==> src/sv/assert_macros.svh <==
// ----------------------------------------------------------------------------
// assert_macros.svh
// Assertion macros shared by the interpolator RTL; empty under synthesis.
// ----------------------------------------------------------------------------
`ifndef ASSERT_MACROS_SVH
`define ASSERT_MACROS_SVH
`ifndef SYNTHESIS
// Check a property on every clock edge outside reset.
`define TLI_ASSERT(label, clk, rstn, prop, msg) \
    label: assert property (@(posedge clk) disable iff (!rstn) prop) else $error(msg);
// Check that a condition never holds outside reset.
`define TLI_NEVER(label, clk, rstn, cond, msg) \
    label: assert property (@(posedge clk) disable iff (!rstn) !(cond)) else $error(msg);
`else
`define TLI_ASSERT(label, clk, rstn, prop, msg)
`define TLI_NEVER(label, clk, rstn, cond, msg)
`endif
`endif

==> src/sv/tli_pkg.sv <==
// ----------------------------------------------------------------------------
// tli_pkg
// Constants, codes and interface types of the table interpolator.
// ----------------------------------------------------------------------------
package tli_pkg;

    localparam int ROW_W     = 8;
    localparam int COL_W     = 4;
    localparam int MAX_ROWS  = 1 << ROW_W;
    localparam int ADDR_W    = ROW_W + COL_W;
    localparam int DEPTH     = 1 << ADDR_W;
    localparam int DATA_W    = 32;
    localparam int NROW_W    = ROW_W + 1;
    localparam int SUM_W     = DATA_W + ROW_W;
    localparam int MAG_W     = DATA_W + 1;
    localparam int PROD_W    = 2 * MAG_W;
    localparam int QUOT_W    = 41;
    localparam int STEP_W    = 7;
    localparam int MUL_STEPS = MAG_W;
    localparam int DIV_STEPS = PROD_W;

    localparam logic [2:0] OC_EXACT  = 3'd0;
    localparam logic [2:0] OC_INTERP = 3'd1;
    localparam logic [2:0] OC_EXTRAP = 3'd2;
    localparam logic [2:0] OC_AVG    = 3'd3;
    localparam logic [2:0] OC_ZSTEP  = 3'd4;

    typedef enum logic [3:0] {
        ST_IDLE, ST_SCAN0, ST_SCAN, ST_RDA, ST_RDB, ST_CAP,
        ST_AVG0, ST_AVG, ST_DIV, ST_OUT
    } tli_state_t;

    typedef enum logic [1:0] {
        AR_IDLE, AR_MUL, AR_DIV, AR_FIN
    } ar_state_t;

    typedef struct packed {
        logic              start;
        logic              use_mul;
        logic [SUM_W-1:0]  opa;
        logic [MAG_W-1:0]  opb;
        logic [MAG_W-1:0]  divisor;
    } ar_req_t;

    typedef struct packed {
        logic              done;
        logic [QUOT_W-1:0] quot;
    } ar_rsp_t;

endpackage

==> src/sv/tli_arith.sv <==
// ----------------------------------------------------------------------------
// tli_arith
// Optional serial shift-add multiply, then restoring divide, rounded half up, capped.
// ----------------------------------------------------------------------------
`include "assert_macros.svh"

module tli_arith (
    input  logic             aclk,
    input  logic             aresetn,
    input  tli_pkg::ar_req_t req,
    output tli_pkg::ar_rsp_t rsp
);

    localparam logic [tli_pkg::QUOT_W-1:0] CAP = {1'b1, {(tli_pkg::QUOT_W-1){1'b0}}};

    tli_pkg::ar_state_t state_reg, state_next;

    logic [tli_pkg::STEP_W-1:0] cnt_reg;
    logic [tli_pkg::MAG_W-1:0]  a_reg;
    logic [tli_pkg::MAG_W-1:0]  b_reg;
    logic [tli_pkg::MAG_W-1:0]  d_reg;
    logic [tli_pkg::PROD_W-1:0] acc_reg;
    logic [tli_pkg::MAG_W-1:0]  rem_reg;
    logic [tli_pkg::QUOT_W-1:0] q_reg;

    logic [tli_pkg::MAG_W:0]    trial;
    logic                       qbit;
    logic                       last_step;
    logic                       rnd;
    logic                       mul_cnt_ok;
    logic                       quot_ok;

    always_comb begin
        trial = {rem_reg, acc_reg[tli_pkg::PROD_W-1]};
        qbit  = trial >= {1'b0, d_reg};
        rnd   = {rem_reg, 1'b0} >= {1'b0, d_reg};
    end

    always_comb begin
        last_step = 1'b0;
        case (state_reg)
            tli_pkg::AR_MUL: last_step = cnt_reg == tli_pkg::STEP_W'(tli_pkg::MUL_STEPS - 1);
            tli_pkg::AR_DIV: last_step = cnt_reg == tli_pkg::STEP_W'(tli_pkg::DIV_STEPS - 1);
            default:         last_step = 1'b0;
        endcase
    end

    always_comb begin
        state_next = state_reg;
        case (state_reg)
            tli_pkg::AR_IDLE: begin
                if (req.start) begin
                    state_next = req.use_mul ? tli_pkg::AR_MUL : tli_pkg::AR_DIV;
                end
            end
            tli_pkg::AR_MUL: if (last_step) state_next = tli_pkg::AR_DIV;
            tli_pkg::AR_DIV: if (last_step) state_next = tli_pkg::AR_FIN;
            tli_pkg::AR_FIN: state_next = tli_pkg::AR_IDLE;
            default:         state_next = tli_pkg::AR_IDLE;
        endcase
    end

    // a quotient at or above 2^40 leaves as the cap itself
    always_comb begin
        rsp.done = state_reg == tli_pkg::AR_FIN;
        rsp.quot = q_reg[tli_pkg::QUOT_W-1] ? CAP : q_reg + tli_pkg::QUOT_W'(rnd);
    end

    always_comb begin
        mul_cnt_ok = (state_reg != tli_pkg::AR_MUL)
                  || (cnt_reg < tli_pkg::STEP_W'(tli_pkg::MUL_STEPS));
        quot_ok    = !rsp.done || (rsp.quot <= CAP);
    end

    always_ff @(posedge aclk) begin
        if (!aresetn) begin
            state_reg <= tli_pkg::AR_IDLE;
        end else begin
            state_reg <= state_next;
        end
    end

    always_ff @(posedge aclk) begin
        case (state_reg)
            tli_pkg::AR_IDLE: begin
                cnt_reg <= '0;
                rem_reg <= '0;
                q_reg   <= '0;
                a_reg   <= req.opa[tli_pkg::MAG_W-1:0];
                b_reg   <= req.opb;
                d_reg   <= req.divisor;
                acc_reg <= req.use_mul ? '0 : tli_pkg::PROD_W'(req.opa);
            end
            tli_pkg::AR_MUL: begin
                // one multiplier bit per cycle, MSB first
                acc_reg <= {acc_reg[tli_pkg::PROD_W-2:0], 1'b0}
                         + (b_reg[tli_pkg::MAG_W-1] ? tli_pkg::PROD_W'(a_reg) : '0);
                b_reg   <= {b_reg[tli_pkg::MAG_W-2:0], 1'b0};
                cnt_reg <= last_step ? '0 : cnt_reg + 1'b1;
            end
            tli_pkg::AR_DIV: begin
                acc_reg <= {acc_reg[tli_pkg::PROD_W-2:0], 1'b0};
                rem_reg <= qbit ? tli_pkg::MAG_W'(trial - {1'b0, d_reg})
                                : trial[tli_pkg::MAG_W-1:0];
                // sticky cap once the partial quotient reaches 2^40
                q_reg   <= q_reg[tli_pkg::QUOT_W-1] ? CAP
                                                    : {q_reg[tli_pkg::QUOT_W-2:0], qbit};
                cnt_reg <= cnt_reg + 1'b1;
            end
            default: begin
            end
        endcase
    end

    `TLI_ASSERT(a_fin_idle, aclk, aresetn, rsp.done |=> state_reg == tli_pkg::AR_IDLE, "arith: no idle")
    `TLI_ASSERT(a_mul_cnt, aclk, aresetn, mul_cnt_ok, "arith: multiply step count overrun")
    `TLI_ASSERT(a_cap, aclk, aresetn, quot_ok, "arith: quotient above cap")

endmodule
==> config.mk <==
export PLATFORM = sky130hd
export DESIGN_NAME = tli_arith
export DESIGN_NICKNAME = d
export VERILOG_FILES = /design/src/sv/tli_pkg.sv /design/src/sv/tli_arith.sv
export VERILOG_INCLUDE_DIRS = /design/src /design/src/sv
export SDC_FILE = /design/constraint.sdc
export NUM_CORES = 1
export LEC_CHECK = 0
export BUFFER_PORTS_ARGS = -buffer_cell sky130_fd_sc_hd__buf_2
export CELL_PAD_IN_SITES_DETAIL_PLACEMENT = 0
export CELL_PAD_IN_SITES_GLOBAL_PLACEMENT = 2
export CORE_UTILIZATION = 35
export DETAILED_ROUTE_END_ITERATION = 16
export GPL_TIMING_DRIVEN = 0
export PLACE_DENSITY_LB_ADDON = 0.3
export RECOVER_POWER = 25
export SYNTH_ARGS = -nofsm -noshare
export SYNTH_HDL_FRONTEND = slang
export SYNTH_SLANG_ARGS = --single-unit
==> constraint.sdc <==
create_clock -name aclk -period 4.64 [get_ports aclk]
set_input_delay 0.232 -clock aclk [delete_from_list [all_inputs] [get_ports aclk]]
set_output_delay 0.232 -clock aclk [all_outputs]
set_load 0.05 [all_outputs]
==> impl_metrics.ini <==
[logic_synthesis]
synth_top_area_share_pct = 47.4
avgSynthCellArea_um2 = 10.3
synth_nets = 1704
yosysTopAreaCell = edfxtp_1
async_flop_share_pct = 0
synthesis.area_um2 = 15600
synth_cell_type_count = 79
yosys_warnings = 0
synth-edff-count = 246
netlist_instances = 1518
netlist_top_cells_area = edfxtp_1 47%, ha_1 5.9%, and2_1 3.3%
synth-main-ff-cell = edfxtp_1
synth_seq_cells = 248
seq_area_frac_synth_pct = 47.7

[grt]
grt_pass1_wl_mm = 69.0
grt_pass1_vias = 12800
gr-total-overflow = 0
grt.total_usage_pct = 19.3
grt_max_degree = 64
grt_antenna_before_repair = 0

[run]
cap_viol_max_count = 2

[timing]
fmax_mhz = 225
worst_slew_pin_slew_ns = 1.63
grt_setup_unrepaired = true
fin_crit_sh_pct = 95.6
finalSetupTns_ns = 0
finalSetupViolCount = 0
period_minus_slack_ns = 4.43
finalHoldViolCount = 0
skew_ns = 0.0213
relSlewSlack_pct = -8.41
drv_slew = 106

[die]
rows = 76
die_width_um = 213
die_height_um = 213
start_util_pct = 35.8
floorplan.core_area_um2 = 43500
pin_count = 152
die_area_um2 = 45300

[final_layout]
drive_above_1_share_pct = 16.2
fill_cells = 4209
diodes = 0
nets = 2015
final_cells = 2438
multiInputGateArea_um2 = 7880
largest_reg_flops = 66
seqCellArea_um2 = 7430
syn_to_final_growth_pct = 25.9

[clocking]
clkSinkCount = 248
cts_made_buffers = 31
clk_path_buf_depth = 3
clkLatencyLatePin_ns = 0.59
clkTransAtPathRegs_ns = 0.06
cts_tree = done
root_buffer = clkbuf_16
h-tree-depth = 1

[power]
max-vdd-ir-drop_mv = 0.332
total_power_uw = 13100
cellPowerDensity_nw_per_um2 = 668
p_leak_uw = 0.00794

[setup_path]
slowest_delay_ns = 0.45
critPathLaunchType = flip-flop
crit_path_max_fanout = 5
endpoint_kind = primary output
crit_top_cell = nand3_4
required_ns = 4.41
crit_chain = ha_4 -> and3_4 -> nand3_4 -> or4_4 -> nor3_2 -> o21ai_0 -> nand2b_1 -> ha_2 -> buf_4 -> nand3_4 -> nor4_4 -> nor2b_4 -> and2b_2 -> nand3_1 -> xor2_1 -> nor2_1 -> buf_6
cp_data_arrival_time_ns = 4.20
crit_type = flip-flop to primary output
crit_slowest_cell = edfxtp_1

[detailed_routing]
wl_mm = 43.9
drcViolationCount = 0
drt-met1-wl_mm = 20.1
wire_per_inst_um = 18.0
dr.pass1.iters = 5
via_count = 12800
top_layer = met4
wl_met2_mm = 20.9
via_per_inst = 5.25
drtIter0Drc = 769
wl_met3_mm = 1.77
ant_nets = 0

[place]
port_buffers = 151
place_congestion = 0.801
dp_hpwl_mm = 30.0
placedCellCount = 2257

[status]
status = finished, violations left
violations = capacitance limit, slew limit

[min_path]
hold_class = input port to flip-flop
-- cell type report --
type	count	area share, %
timing repair buffer	284	10.3
multi-input combinational	1121	40.2
sequential	248	37.9
buffer	67	1.57
inverter	76	1.46
tap	585	3.73
clock inverter	23	0.766
clock buffer	34	4.02
-- stage by stage --
stage               worst slack (ns)  hold WS, ns  instance area, µm²  utilization [%]
floorplan                      0.230        0.331               15600                -
global placement               -1.91        0.411               17100             39.3
detailed placement            -0.458        0.410               17200             39.5
CTS                          0.00306       0.0150               19400             44.7
global route                 -0.0262       0.0723               19600             45.1
finish                         0.205       0.0531               19600             45.1
-- kinds of logic (layout without fill, tap and decap cells) --
logic type                 after synthesis  count (layout)  synth area share (%)
AOI/OAI and AO/OA                      358             358                  15.6
adders and majority gates               76              76                  6.20
muxes                                   53              53                  3.66
xor gates and xnor gates                94              94                  5.29
buffers and inverters                  149             484                  3.87
DFF                                    248             248                  47.7
and+or+nand+nor                        540             540                  17.6
-- critical path, delay by kind of cell (launching register included) --
| family | cells | cell delay, ns |
|---|---|---|
| simple gates | 11 | 2.07 |
| fa+ha+maj | 2 | 0.53 |
| flops | 1 | 0.45 |
| buf+inv | 2 | 0.32 |
| compound gates | 1 | 0.08 |
| xor+xnor | 1 | 0.16 |
-- metal layers --
layer / vias up / GRT usage (%)
met5: - / 0
met4: 0 / 5.63
met3: 72 / 2.84
met2: 261 / 32.4
met1: 6178 / 25.5
li1: 6277 / -
-- report_power, final --
| group | total [µW] | switching (µW) | internal [µW] |
|---|---|---|---|
| combinational | 6600 | 4150 | 2450 |
| clock | 2280 | 1010 | 1270 |
| sequential | 4220 | 556 | 3670 |
-- cell usage after synthesis (4+ instances only) --
library cell  instances
nand3_1              62
or3_1                 7
a22oi_1              31
nor4_1               11
o311ai_0              8
mux2i_1              21
o31ai_1               4
o21bai_1              7
a211oi_1             11
xor2_1               55
nand3b_1              5
nor2b_1              10
inv_1                75
buf_2                 7
and2_1               81
nand2b_1             10
o2111ai_1             4
nand4b_1              5
ha_1                 74
nand2_1             120
a21o_1               52
or2_2                 7
o21ai_0              66
xnor2_1              39
buf_1                 5
a21oi_1              63
clkbuf_1             55
or4_1                14
edfxtp_1            246
nor3_1               23
and3_1               17
o21a_1                9
a31oi_1              24
o22ai_1              11
nor3b_1               5
mux2_2               32
nand4_1              32
a221o_1               4
nor2_1              122
o211ai_1             22
-- what timing repair did --
action                                  4_1_cts  5_1_grt
endpoints found under the setup margin       30       14
setup buffers                                11       13
pin swaps                                    13       15
gates resized for setup                      46       28
hold buffers                                106        0
hold endpoints to repair                    135        0
gates cloned                                  0        0
-- placed cells by master (no fill, tap or decap), types with 9 or more instances in the layout --
cell type,count
mux2_2,32
xnor2_1,39
nand2b_1,10
a211oi_1,11
nor2b_1,9
clkbuf_16,31
nand2_1,116
a31oi_1,24
o22ai_1,11
clkbuf_1,82
and2_1,81
edfxtp_1,246
nand4_1,32
ha_1,53
nor4_1,9
o21ai_0,63
a22oi_1,31
clkinv_2,9
or4_1,12
nand3_1,60
xor2_1,55
and3_1,16
inv_1,74
a21oi_1,62
a21o_1,52
buf_4,31
ha_4,17
dlygate4sd3_1,106
mux2i_1,21
o211ai_1,22
o21a_1,9
nor2_1,121
nor3_1,21
buf_2,117
-- path summary, 6_finish.rpt --
| kind | from | endpoint | slack [ns] | depth (start not counted) |
|---|---|---|---|---|
| max | rem_reg[12] | rsp[37] | 0.21 | 17 |
| min | req[107] | state_reg[1] | 0.05 | 4 |
| max reg2reg | b_reg[32] | acc_reg[37] | 0.44 | 12 |
| min reg2reg | state_reg[1] | state_reg[1] | 0.53 | 2 |
Power figures use the tool's default switching activity.
